File: config.mk
export PLATFORM = sky130hd
export DESIGN_NAME = rau_ctrl
export DESIGN_NICKNAME = d
export VERILOG_FILES = /design/src/hdl/rau_pkg.sv /design/src/hdl/rau_ctrl.sv
export SDC_FILE = /design/constraint.sdc
export NUM_CORES = 1
export LEC_CHECK = 0
export ABC_CLOCK_PERIOD_IN_PS = 1350
export BUFFER_PORTS_ARGS = -buffer_cell sky130_fd_sc_hd__buf_2
export CORE_MARGIN = 3
export CORE_UTILIZATION = 35
export DETAILED_ROUTE_END_ITERATION = 8
export GPL_ROUTABILITY_DRIVEN = 0
export GPL_TIMING_DRIVEN = 0
export PLACE_DENSITY = 0.59
export SLEW_MARGIN = 40
export SYNTH_ARGS = -nofsm -noshare
export SYNTH_HDL_FRONTEND = slang
export SYNTH_SLANG_ARGS = --single-unit
export TNS_END_PERCENT = 100
File: constraint.sdc
create_clock -name clk -period 1.35 [get_ports clk]
set_input_delay 0.2025 -clock clk [delete_from_list [all_inputs] [get_ports clk]]
set_output_delay 0.2025 -clock clk [all_outputs]
set_load 0.05 [all_outputs]
File: src/hdl/rau_pkg.sv
// Shared types, codes and widths for the rational arithmetic unit.
package rau_pkg;

  // Operand word width; intermediates are twice as wide.
  localparam int WORD_BITS = 32;
  localparam int MAG_W     = WORD_BITS;
  localparam int PROD_W    = 2 * WORD_BITS;
  localparam int SHIFT_W   = $clog2(PROD_W);
  localparam int CNT_W     = $clog2(PROD_W);

  // Command codes.
  localparam logic [2:0] CMD_MAKE = 3'd0;
  localparam logic [2:0] CMD_ADD  = 3'd1;
  localparam logic [2:0] CMD_SUB  = 3'd2;
  localparam logic [2:0] CMD_MUL  = 3'd3;
  localparam logic [2:0] CMD_DIV  = 3'd4;

  // Status codes.
  localparam logic [1:0] ST_OK   = 2'd0;
  localparam logic [1:0] ST_ZDEN = 2'd1;
  localparam logic [1:0] ST_DIVZ = 2'd2;
  localparam logic [1:0] ST_OVF  = 2'd3;

  typedef struct packed {
    logic [2:0]         cmd;
    logic signed [31:0] a_num;
    logic signed [31:0] a_den;
    logic signed [31:0] b_num;
    logic signed [31:0] b_den;
  } in_word_t;

  typedef struct packed {
    logic signed [31:0] res_num;
    logic [30:0]        res_den;
    logic [1:0]         status;
  } out_word_t;

  // Datapath operations issued by the controller.
  typedef enum logic [3:0] {
    DP_IDLE, DP_LOAD, DP_MUL0, DP_MUL1, DP_MUL2, DP_SUM,
    DP_GCD, DP_GEND, DP_DIV, DP_DDEN_INIT
  } dp_op_t;

  typedef enum logic [3:0] {
    S_IDLE, S_CHECK, S_MUL0, S_MUL1, S_MUL2, S_SUM, S_ZTEST,
    S_GCD, S_GEND, S_DNUM, S_DDEN_INIT, S_DDEN, S_FIN
  } state_t;

  typedef struct packed {
    dp_op_t     op;
    logic [1:0] fin_err;
    logic       fin_zero;
  } ctl_cmd_t;

  typedef struct packed {
    logic [1:0] chk_err;
    logic       arith;
    logic       num_zero;
    logic       gcd_done;
  } dp_stat_t;

endpackage

File: src/hdl/rau_ctrl.sv
// Controller state machine sequencing the rational arithmetic datapath.
module rau_ctrl (
  input  logic              clk,
  input  logic              rst,
  input  logic              in_valid,
  input  logic              out_free,
  input  rau_pkg::dp_stat_t stat,
  output rau_pkg::ctl_cmd_t cmd,
  output logic              busy,
  output logic              load_out
);
  import rau_pkg::*;

  state_t           state, state_next;
  logic [CNT_W-1:0] cnt, cnt_next;
  logic [1:0]       fin_err, fin_err_next;
  logic             fin_zero, fin_zero_next;
  logic             cnt_last;

  assign cnt_last = (cnt == CNT_W'(PROD_W - 1));

  // State, step counter and pending result kind.
  always_ff @(posedge clk) begin
    if (rst) begin
      state    <= S_IDLE;
      cnt      <= '0;
      fin_err  <= ST_OK;
      fin_zero <= 1'b0;
    end else begin
      state    <= state_next;
      cnt      <= cnt_next;
      fin_err  <= fin_err_next;
      fin_zero <= fin_zero_next;
    end
  end

  // Next state and datapath commands.
  always_comb begin
    state_next    = state;
    cnt_next      = cnt;
    fin_err_next  = fin_err;
    fin_zero_next = fin_zero;
    cmd.op        = DP_IDLE;
    cmd.fin_err   = fin_err;
    cmd.fin_zero  = fin_zero;
    busy          = 1'b1;
    load_out      = 1'b0;
    unique case (state)
      S_IDLE: begin
        busy = 1'b0;
        if (in_valid) begin
          cmd.op        = DP_LOAD;
          fin_err_next  = ST_OK;
          fin_zero_next = 1'b0;
          state_next    = S_CHECK;
        end
      end
      S_CHECK: begin
        if (stat.chk_err != ST_OK) begin
          fin_err_next = stat.chk_err;
          state_next   = S_FIN;
        end else if (stat.arith) begin
          state_next = S_MUL0;
        end else begin
          state_next = S_SUM;
        end
      end
      S_MUL0: begin
        cmd.op     = DP_MUL0;
        state_next = S_MUL1;
      end
      S_MUL1: begin
        cmd.op     = DP_MUL1;
        state_next = S_MUL2;
      end
      S_MUL2: begin
        cmd.op     = DP_MUL2;
        state_next = S_SUM;
      end
      S_SUM: begin
        cmd.op     = DP_SUM;
        state_next = S_ZTEST;
      end
      S_ZTEST: begin
        if (stat.num_zero) begin
          fin_zero_next = 1'b1;
          state_next    = S_FIN;
        end else begin
          state_next = S_GCD;
        end
      end
      S_GCD: begin
        cmd.op = DP_GCD;
        if (stat.gcd_done) state_next = S_GEND;
      end
      S_GEND: begin
        cmd.op     = DP_GEND;
        cnt_next   = '0;
        state_next = S_DNUM;
      end
      S_DNUM: begin
        cmd.op   = DP_DIV;
        cnt_next = cnt + 1'b1;
        if (cnt_last) state_next = S_DDEN_INIT;
      end
      S_DDEN_INIT: begin
        cmd.op     = DP_DDEN_INIT;
        cnt_next   = '0;
        state_next = S_DDEN;
      end
      S_DDEN: begin
        cmd.op   = DP_DIV;
        cnt_next = cnt + 1'b1;
        if (cnt_last) state_next = S_FIN;
      end
      S_FIN: begin
        if (out_free) begin
          load_out   = 1'b1;
          state_next = S_IDLE;
        end
      end
      default: state_next = S_IDLE;
    endcase
  end

endmodule

==> out/metrics.yaml, run 1 <==
status: "complete, but fails checks"
failed_checks: "negative setup slack"
period_share: 1.16
post-place-cells: 154
post_route_cells_drive_above_1_share: 0.553
synthAdderAreaFrac: 0.0140
fin_nets: 161
start_util: 0.386
synth_top_cell_area_share: 0.291
instances_no_fill: 178
synthesis.yosys.warnings: 0
tritoncts.num_buffers: 3
final_critical_path_setup_slack_ps: -216
unrepaired_setup_endpoints_after_global_routing: "true"
postSynth.topFlopCell: "dfxtp_1"
async_flop_share: 0
syn_area_per_cell_um2: 8.22
hp-class: "input port to register"
area_growth_syn_to_layout_pct: 66.6
timing.fmax_ghz: 0.639
synth_top_family_by_area: "simple AND/OR/NAND/NOR gates"
synth_top_cells_by_area: "dfxtp_1 (29%), nand2_1 (4.6%), a21oi_1 (3.9%)"
detail_route.iter0.violations: 12
placement.io_buffers: 17
synthSimpleGateAreaFrac: 0.327
post_route_wl_mm: 2.68
arrival_ps: 1360
wl_per_cell_um: 15.1
final.hold.worst_slack_ps: 242
die-height_um: 56.6
worst_slew_margin_rel: 0.682
mostFrequentLayoutCells: "buf_4 (19), nand2_1 (11), buf_2 (11)"
first_pass_iters: 4
cts_htree_levels: 1
cts_hold_buf: 0
worstPathCellList: "buf_6 > nor3b_4 > and3_4 > buf_8"
final_core_utilization: 0.644
timing.clock.skew_ps: 6.77
synthesis.nets: 119
synth_edf_count: 0
mostFrequentLayoutCell: "buf_4"
peak_supply_drop_v: 0.00152
synth_xor_area_frac: 0.0489
startpoint_type: "register"
yosys.cell_types.count: 44
tightestPinTransition_ps: 476
final_period_minus_worst_setup_slack_ps: 1570
ys_ff_latch: 13
overall_power_mw: 3.24
netlist_instances: 109
synthDominantAreaCellType: "dfxtp_1"
grt_start_max_net_pins: 11
vias_per_cell: 5.35
rows: 17
cts.root.buffer_cell: "clkbuf_4"
number_of_setup_violations_in_the_final_report: 11
synth_compound_area_frac: 0.214
cp_data_required_time_ps: 1150
diodes: 0
worst_setup_end_kind: "primary output"
cts.sink_count: 13
pin_count: 18
power_density_nw_per_um2: 2170
clockBufferDepth: 2
design.core.area_um2: 2320
number_of_nets_still_failing_antenna_checks_after_routing: 0
drc: 0
antenna_found_initial: 0
synth.yosys.seq_area_share: 0.291
crit_type: "register to primary output"
leakagePower_nw: 0.567
maxCapViolations: 0
worst_setup_hold_path_clk_slew_ps: 70
wire_length_of_the_first_global_routing_pass_mm: 4.15
die-width_um: 56.6
max_stage_delay_ps: 320
grt_use_total: 0.164
die_area_um2: 3200
yosys-mux-area-fraction: 0.0349
first_global_vias: 905
worstPathMaxFanout: 6
cts_tree: "built"
fin_tns_setup_ps: -1320
critPathSlowestCell: "dfxtp_2"
synth_cell_area_um2: 896
dr_total_vias: 953
grt_overflow: 0
final-hold-violation-count: 0
post-dp-hpwl_mm: 1.61
worst_skew_pair.late_latency_ps: 270
final_slew_violations: 0
[state kept, by name (all words and copies together), names as in the netlist]
name and flops:
cnt 6, fin_zero 1, fin_err 2, state 4
[critical path, delay by kind of cell, from the launching register on]
| kind | cells | cell delay (ps) |
|---|---|---|
| AND/OR/NAND/NOR | 2 | 510 |
| buffers and inverters | 2 | 280 |
| flip-flops | 1 | 320 |
[layer usage]
| metal | share of wire | up-vias | GRT usage |
|---|---|---|---|
| met4 | 0.015 | 0 | 0.0407 |
| met1 | 0.46 | 453 | 0.229 |
| met3 | 0.038 | 4 | 0.0460 |
| met2 | 0.48 | 25 | 0.248 |
| met5 | 0 | - | 0 |
| li1 | - | 471 | - |
[synthesized netlist by cell type (3+ instances only)]
cell	instances
buf_2	3
nand2_1	11
nor2b_1	4
nand3_1	5
a21oi_1	7
dfxtp_1	13
nor2_1	9
xnor2_1	3
nand2b_1	3
inv_1	3
o21ai_0	4
[cell families after synthesis]
group                    count (synthesis)
AO/OA/AOI/OAI                           26
XOR/XNOR                                 5
adder cells (fa/ha/maj)                  1
buffers and inverters                   11
flip-flops                              13
multiplexers                             3
AND/OR/NAND/NOR                         50
[stage by stage]
step                      cell area [um^2]  worst slack, ps
after CTS                             1340             -209
after floorplan                        933            -96.8
after global routing                  1490             -285
final                                 1490             -216
after detailed placement              1050             -373
after global placement                1050             -363
[timing repair]
action / 4_1_cts / 5_1_grt
resized for setup: 41 / 29
setup endpoints to repair: 12 / 17
gates cloned: 0 / 0
hold endpoints to repair: 0 / 0
buffers inserted: 15 / 7
pin swaps: 4 / 8
[worst paths after layout]
| check | from | end | slack (ps) | cells past startpoint |
|---|---|---|---|---|
| worst max-delay path | state[0] | load_out | -220 | 4 |
| worst min-delay path | stat[4] | fin_err[1] | 240 | 3 |
| worst max register to register | state[0] | cnt[0] | -140 | 6 |
| worst min register to register | fin_err[0] | fin_err[0] | 470 | 2 |
[power breakdown]
| part | switching [mW] | internal, mW |
|---|---|---|
| Clock | 0.119 | 0.114 |
| Combinational | 1.26 | 1.17 |
| Sequential | 0.101 | 0.472 |
[cell type report]
type	count	area, um^2
clock buffer	4	26.3
fill	191	826
timing repair buffer	38	303
inverter	3	15.0
tap	28	35.0
multi-input combinational	85	738
sequential	13	278
buffer	7	97.6
(Power assumes the default switching activity.)
==> run 2, diff against run 1 <==
--- a/config.mk
+++ b/config.mk
@@ -7,6 +7,7 @@
 export LEC_CHECK = 0
 export ABC_CLOCK_PERIOD_IN_PS = 1350
 export BUFFER_PORTS_ARGS = -buffer_cell sky130_fd_sc_hd__buf_2
+export CORE_ASPECT_RATIO = 1.1
 export CORE_MARGIN = 3
 export CORE_UTILIZATION = 35
 export DETAILED_ROUTE_END_ITERATION = 8
==> run 2 against run 1 <==
Non-clock buffer count shrank 5. The flow still finishes with violations (negative setup slack). Critical path type unchanged. Routed wire length fell by 4.4%. Global-route usage grew 2.0 points.
==> out/metrics.yaml, run 2 (synthesis gave the netlist of run 1 again) <==
status: "complete, but fails checks"
failed_checks: "negative setup slack"
peak_supply_drop_v: 0.00145
grt_start_max_net_pins: 11
mostFrequentLayoutCell: "buf_6"
post-place-cells: 156
startpoint_type: "register"
worstPathMaxFanout: 8
drc: 0
max_stage_delay_ps: 330
critical_path.n_buffers_inverters: 3
cp_data_required_time_ps: 1150
timing.clock.skew_ps: 6.06
seq_power_share: 0.175
hold_depth: 3
detail_route.iter0.violations: 14
area_growth_syn_to_layout_pct: 60.9
final-hold-violation-count: 0
post_route_wl_mm: 2.56
area_after_dpl_um2: 1060
pre_cts_slack_ps: -353
instances_no_fill: 175
worst_path_dominant_cell_family: "buffers and inverters"
die-height_um: 59.1
final.fill_count: 207
pin_count: 18
start_util: 0.382
critPathSlowestCell: "dfxtp_2"
tightestPinTransition_ps: 513
largest_reg_flops: 6
p_sw_mw: 1.49
combinationalPowerShare: 0.748
hp-start: "rst"
maxCapViolations: 0
max_flop_register: "cnt"
worst_setup_hold_path_clk_slew_ps: 80
worst_reg_to_reg_cells: 7
power_density_nw_per_um2: 2240
post_route_cells_drive_above_1_share: 0.545
number_of_nets_still_failing_antenna_checks_after_routing: 0
final_critical_path_setup_slack_ps: -232
timing.fmax_ghz: 0.632
dr_total_vias: 949
vias_per_cell: 5.42
hp-class: "input port to register"
cts_tree: "built"
cts_htree_levels: 1
finish.instance_area_um2: 1440
biggestRegsByFlops: "cnt (6), state (4), fin_err (2)"
clock_power_share: 0.077
worst_skew_pair.late_latency_ps: 280
arrival_ps: 1380
antenna_found_initial: 0
grt_overflow: 0
unrepaired_setup_endpoints_after_global_routing: "true"
mostFrequentLayoutCells: "buf_6 (13), buf_2 (11), nand2_1 (10), buf_4 (10), dfxtp_1 (7)"
worst_setup_end_kind: "primary output"
leakagePower_nw: 0.546
period_share: 1.17
die-width_um: 54.2
cts.root.buffer_cell: "clkbuf_4"
path_depth: 5
cts_hold_buf: 0
grt_use_total: 0.184
rows: 18
tritoncts.num_buffers: 3
cts.sink_count: 13
wire_length_of_the_first_global_routing_pass_mm: 4.20
crit_path_start: "state[0]"
worstPathCellList: "buf_8 > clkinvlp_4 > a21oi_2 > mux2_4 > buf_8"
cpMostUsedCell: "buf_8"
wl_per_cell_um: 14.6
fin_tns_setup_ps: -1640
number_of_setup_violations_in_the_final_report: 11
final_core_utilization: 0.615
post-dp-hpwl_mm: 1.65
first_global_vias: 917
design.core.area_um2: 2340
placement.io_buffers: 17
critical_path.reg2reg.startpoint: "state[0]"
worst_slew_margin_rel: 0.658
die_area_um2: 3200
power_switching_share: 0.462
final_period_minus_worst_setup_slack_ps: 1580
final.hold.worst_slack_ps: 245
clockBufferDepth: 2
regArea_um2: 275
fin_nets: 156
diodes: 0
overall_power_mw: 3.23
final_slew_violations: 0
internal_power_mw: 1.74
first_pass_iters: 4
area_taken_by_multi_input_logic_gates_um2: 733
crit_type: "register to primary output"
## run 2: worst min-delay path, stage by stage
cell and delay, ps:
buf_2 120, a211o_1 110, mux2i_1 50
## run 2: cell type report
class	count	share of cell area
multi-input cells	85	0.509
repair buffers	33	0.192
flip-flops and latches	13	0.191
plain buffers	7	0.0538
well taps	30	0.0260
clock buffers	4	0.0182
inverters	3	0.0104
## run 2: path summary, 6_finish.rpt
check	endpoint	slack, ps
max reg2reg	cnt[0]	-180
min reg2reg	fin_err[0]	470
min	state[0]	240
max	cmd[5]	-230
## run 2: layer usage
| metal | track usage | routed length, um | vias to the layer above | part of all wire |
|---|---|---|---|---|
| li1 | - | - | 462 | - |
| met1 | 0.230 | 1150 | 456 | 0.45 |
| met2 | 0.285 | 1220 | 24 | 0.47 |
| met3 | 0.0378 | 123 | 7 | 0.048 |
| met4 | 0.107 | 70 | 0 | 0.027 |
| met5 | 0 | 0 | - | 0 |
## run 2: timing repair
action	in CTS	in global routing
resized for setup	40	26
setup buffers	13	3
pin swaps	4	14
cloned	0	0
setup endpoints to repair	13	15
## run 2: power by group through the flow
stage	logic, mW	clock network, mW	registers, mW
final	2.41	0.249	0.564
after global routing	2.57	0.278	0.575
after CTS	2.11	0.258	0.535
after detailed placement	1.52	0	0.512
after global placement	1.51	0	0.512
after floorplan	1.19	0	0.556
==> run 3, diff against run 2 <==
==> constraint.sdc (replaced) <==
create_clock -name clk -period 1.35 [get_ports clk]
set_input_delay 0.0675 -clock clk [delete_from_list [all_inputs] [get_ports clk]]
set_output_delay 0.0675 -clock clk [all_outputs]
set_load 0.05 [all_outputs]
==> run 3 against run 2 <==
The flow still finishes with violations (negative setup slack). Maximum frequency up 7.1%. Clock power down 2%. Worst hold slack lost 150 ps. Final area down 0.26%. Cell count grew 1.1%. Flip-flop and latch count stayed put. Total power decreased by 5.1%. Critical endpoint is now load_out. Largest power group unchanged.
==> out/metrics.yaml, run 3 (synthesis gave the netlist of run 1 again) <==
tightestPinTransition_ps: 501
grt_use_total: 0.169
power_density_nw_per_um2: 2130
final_period_minus_worst_setup_slack_ps: 1480
seq_power_share: 0.202
timing.clock.skew_ps: 1.97
number_of_setup_violations_in_the_final_report: 10
tritoncts.num_buffers: 3
worstPathCellList: "nor3b_4 > and3_4 > buf_8"
cts_htree_levels: 1
cp_data_required_time_ps: 1280
hp-class: "input port to register"
wl_per_cell_um: 15.4
worst_skew_pair.late_latency_ps: 270
post_route_wl_mm: 2.73
combinationalPowerShare: 0.719
critPathSlowestCell: "dfxtp_4"
start_util: 0.382
overall_power_mw: 3.06
regArea_um2: 280
vias_per_cell: 5.51
crit_type: "register to primary output"
period_share: 1.09
antenna_found_initial: 0
detail_route.iter0.violations: 14
internal_power_mw: 1.61
worst_slew_margin_rel: 0.666
final_slew_violations: 0
pre_cts_slack_ps: -173
grt_start_max_net_pins: 11
mostFrequentLayoutCells: "buf_4 (14), buf_2 (12), nand2_1 (11), buf_6 (10), dfxtp_1 (7)"
grt_overflow: 0
post-dp-hpwl_mm: 1.60
cts_hold_buf: 0
cts_tree: "built"
worst_setup_end_kind: "primary output"
area_taken_by_multi_input_logic_gates_um2: 729
timing.fmax_ghz: 0.677
max_flop_register: "cnt"
fin_nets: 158
cts.root.buffer_cell: "clkbuf_4"
startpoint_type: "register"
die-width_um: 54.2
worst_path_dominant_cell_family: "simple AND/OR/NAND/NOR gates"
worst_setup_hold_path_clk_slew_ps: 80
final_critical_path_setup_slack_ps: -127
number_of_nets_still_failing_antenna_checks_after_routing: 0
peak_supply_drop_v: 0.00159
drc: 0
dr_total_vias: 975
p_sw_mw: 1.45
failed_checks: "negative setup slack"
die_area_um2: 3200
diodes: 0
cts.sink_count: 13
rrSetupSlack_ps: -40
first_pass_iters: 4
critical_path.n_buffers_inverters: 1
mostFrequentLayoutCell: "buf_4"
biggestRegsByFlops: "cnt (6), state (4), fin_err (2)"
rows: 18
clock_power_share: 0.080
unrepaired_setup_endpoints_after_global_routing: "true"
area_growth_syn_to_layout_pct: 60.5
largest_reg_flops: 6
power_switching_share: 0.475
placement.io_buffers: 17
leakagePower_nw: 0.555
clockBufferDepth: 2
die-height_um: 59.1
post_route_cells_drive_above_1_share: 0.531
status: "complete, but fails checks"
final.fill_count: 204
wire_length_of_the_first_global_routing_pass_mm: 4.00
design.core.area_um2: 2340
maxCapViolations: 0
worstPathMaxFanout: 8
max_stage_delay_ps: 400
pin_count: 18
first_global_vias: 887
final-hold-violation-count: 0
arrival_ps: 1410
==> run 3: power groups by stage <==
stage / logic, mW / registers (mW) / clock network, mW
floorplan: 1.14 / 0.556 / 0
global placement: 1.46 / 0.509 / 0
detailed placement: 1.47 / 0.510 / 0
CTS: 1.71 / 0.562 / 0.251
global route: 2.33 / 0.629 / 0.272
finish: 2.20 / 0.617 / 0.244
==> run 3: layout make-up <==
| class | instances | share of cell area |
|---|---|---|
| clock buffers | 4 | 0.0183 |
| inverters | 3 | 0.0104 |
| repair buffers | 36 | 0.201 |
| plain buffers | 6 | 0.0418 |
| flip-flops and latches | 13 | 0.195 |
| well taps | 30 | 0.0261 |
| multi-input cells | 85 | 0.507 |
==> run 3: worst min-delay path: cells and delay by family <==
kind	cells	cell delay [ps]
simple gates	1	80
buf+inv	1	120
compound gates	1	60
==> run 3: layer usage <==
metal	vias to the layer above	wire, um	global-route usage
met3	4	119	0.0554
met2	23	1370	0.267
met4	0	55	0.0391
met5	-	0	0
met1	485	1190	0.220
li1	463	-	-
==> run 3: what timing repair did <==
action | CTS | global route
buffers inserted | 7 | 12
pin swaps | 4 | 13
resized for setup | 28 | 38
endpoints found under the setup margin | 12 | 14
==> run 3: through the flow <==
step	std cells	setup TNS (ps)	hold slack (ps)	instance area (um^2)	utilization
after CTS	166	-621	86.3	1200	0.511
after global routing	177	-1350	89.4	1440	0.614
final	177	-564	91.0	1440	0.614
after detailed placement	156	-843	384	1040	0.443
after floorplan	109	-446	227	916	-
after global placement	156	-751	366	1040	0.443
==> run 3: path summary, 6_finish.rpt <==
path,startpoint,endpoint,cells after the start
max,state[0],load_out,3
min,stat[3],fin_err[0],3
max reg2reg,state[2],state[3],6
min reg2reg,fin_err[0],fin_err[0],2
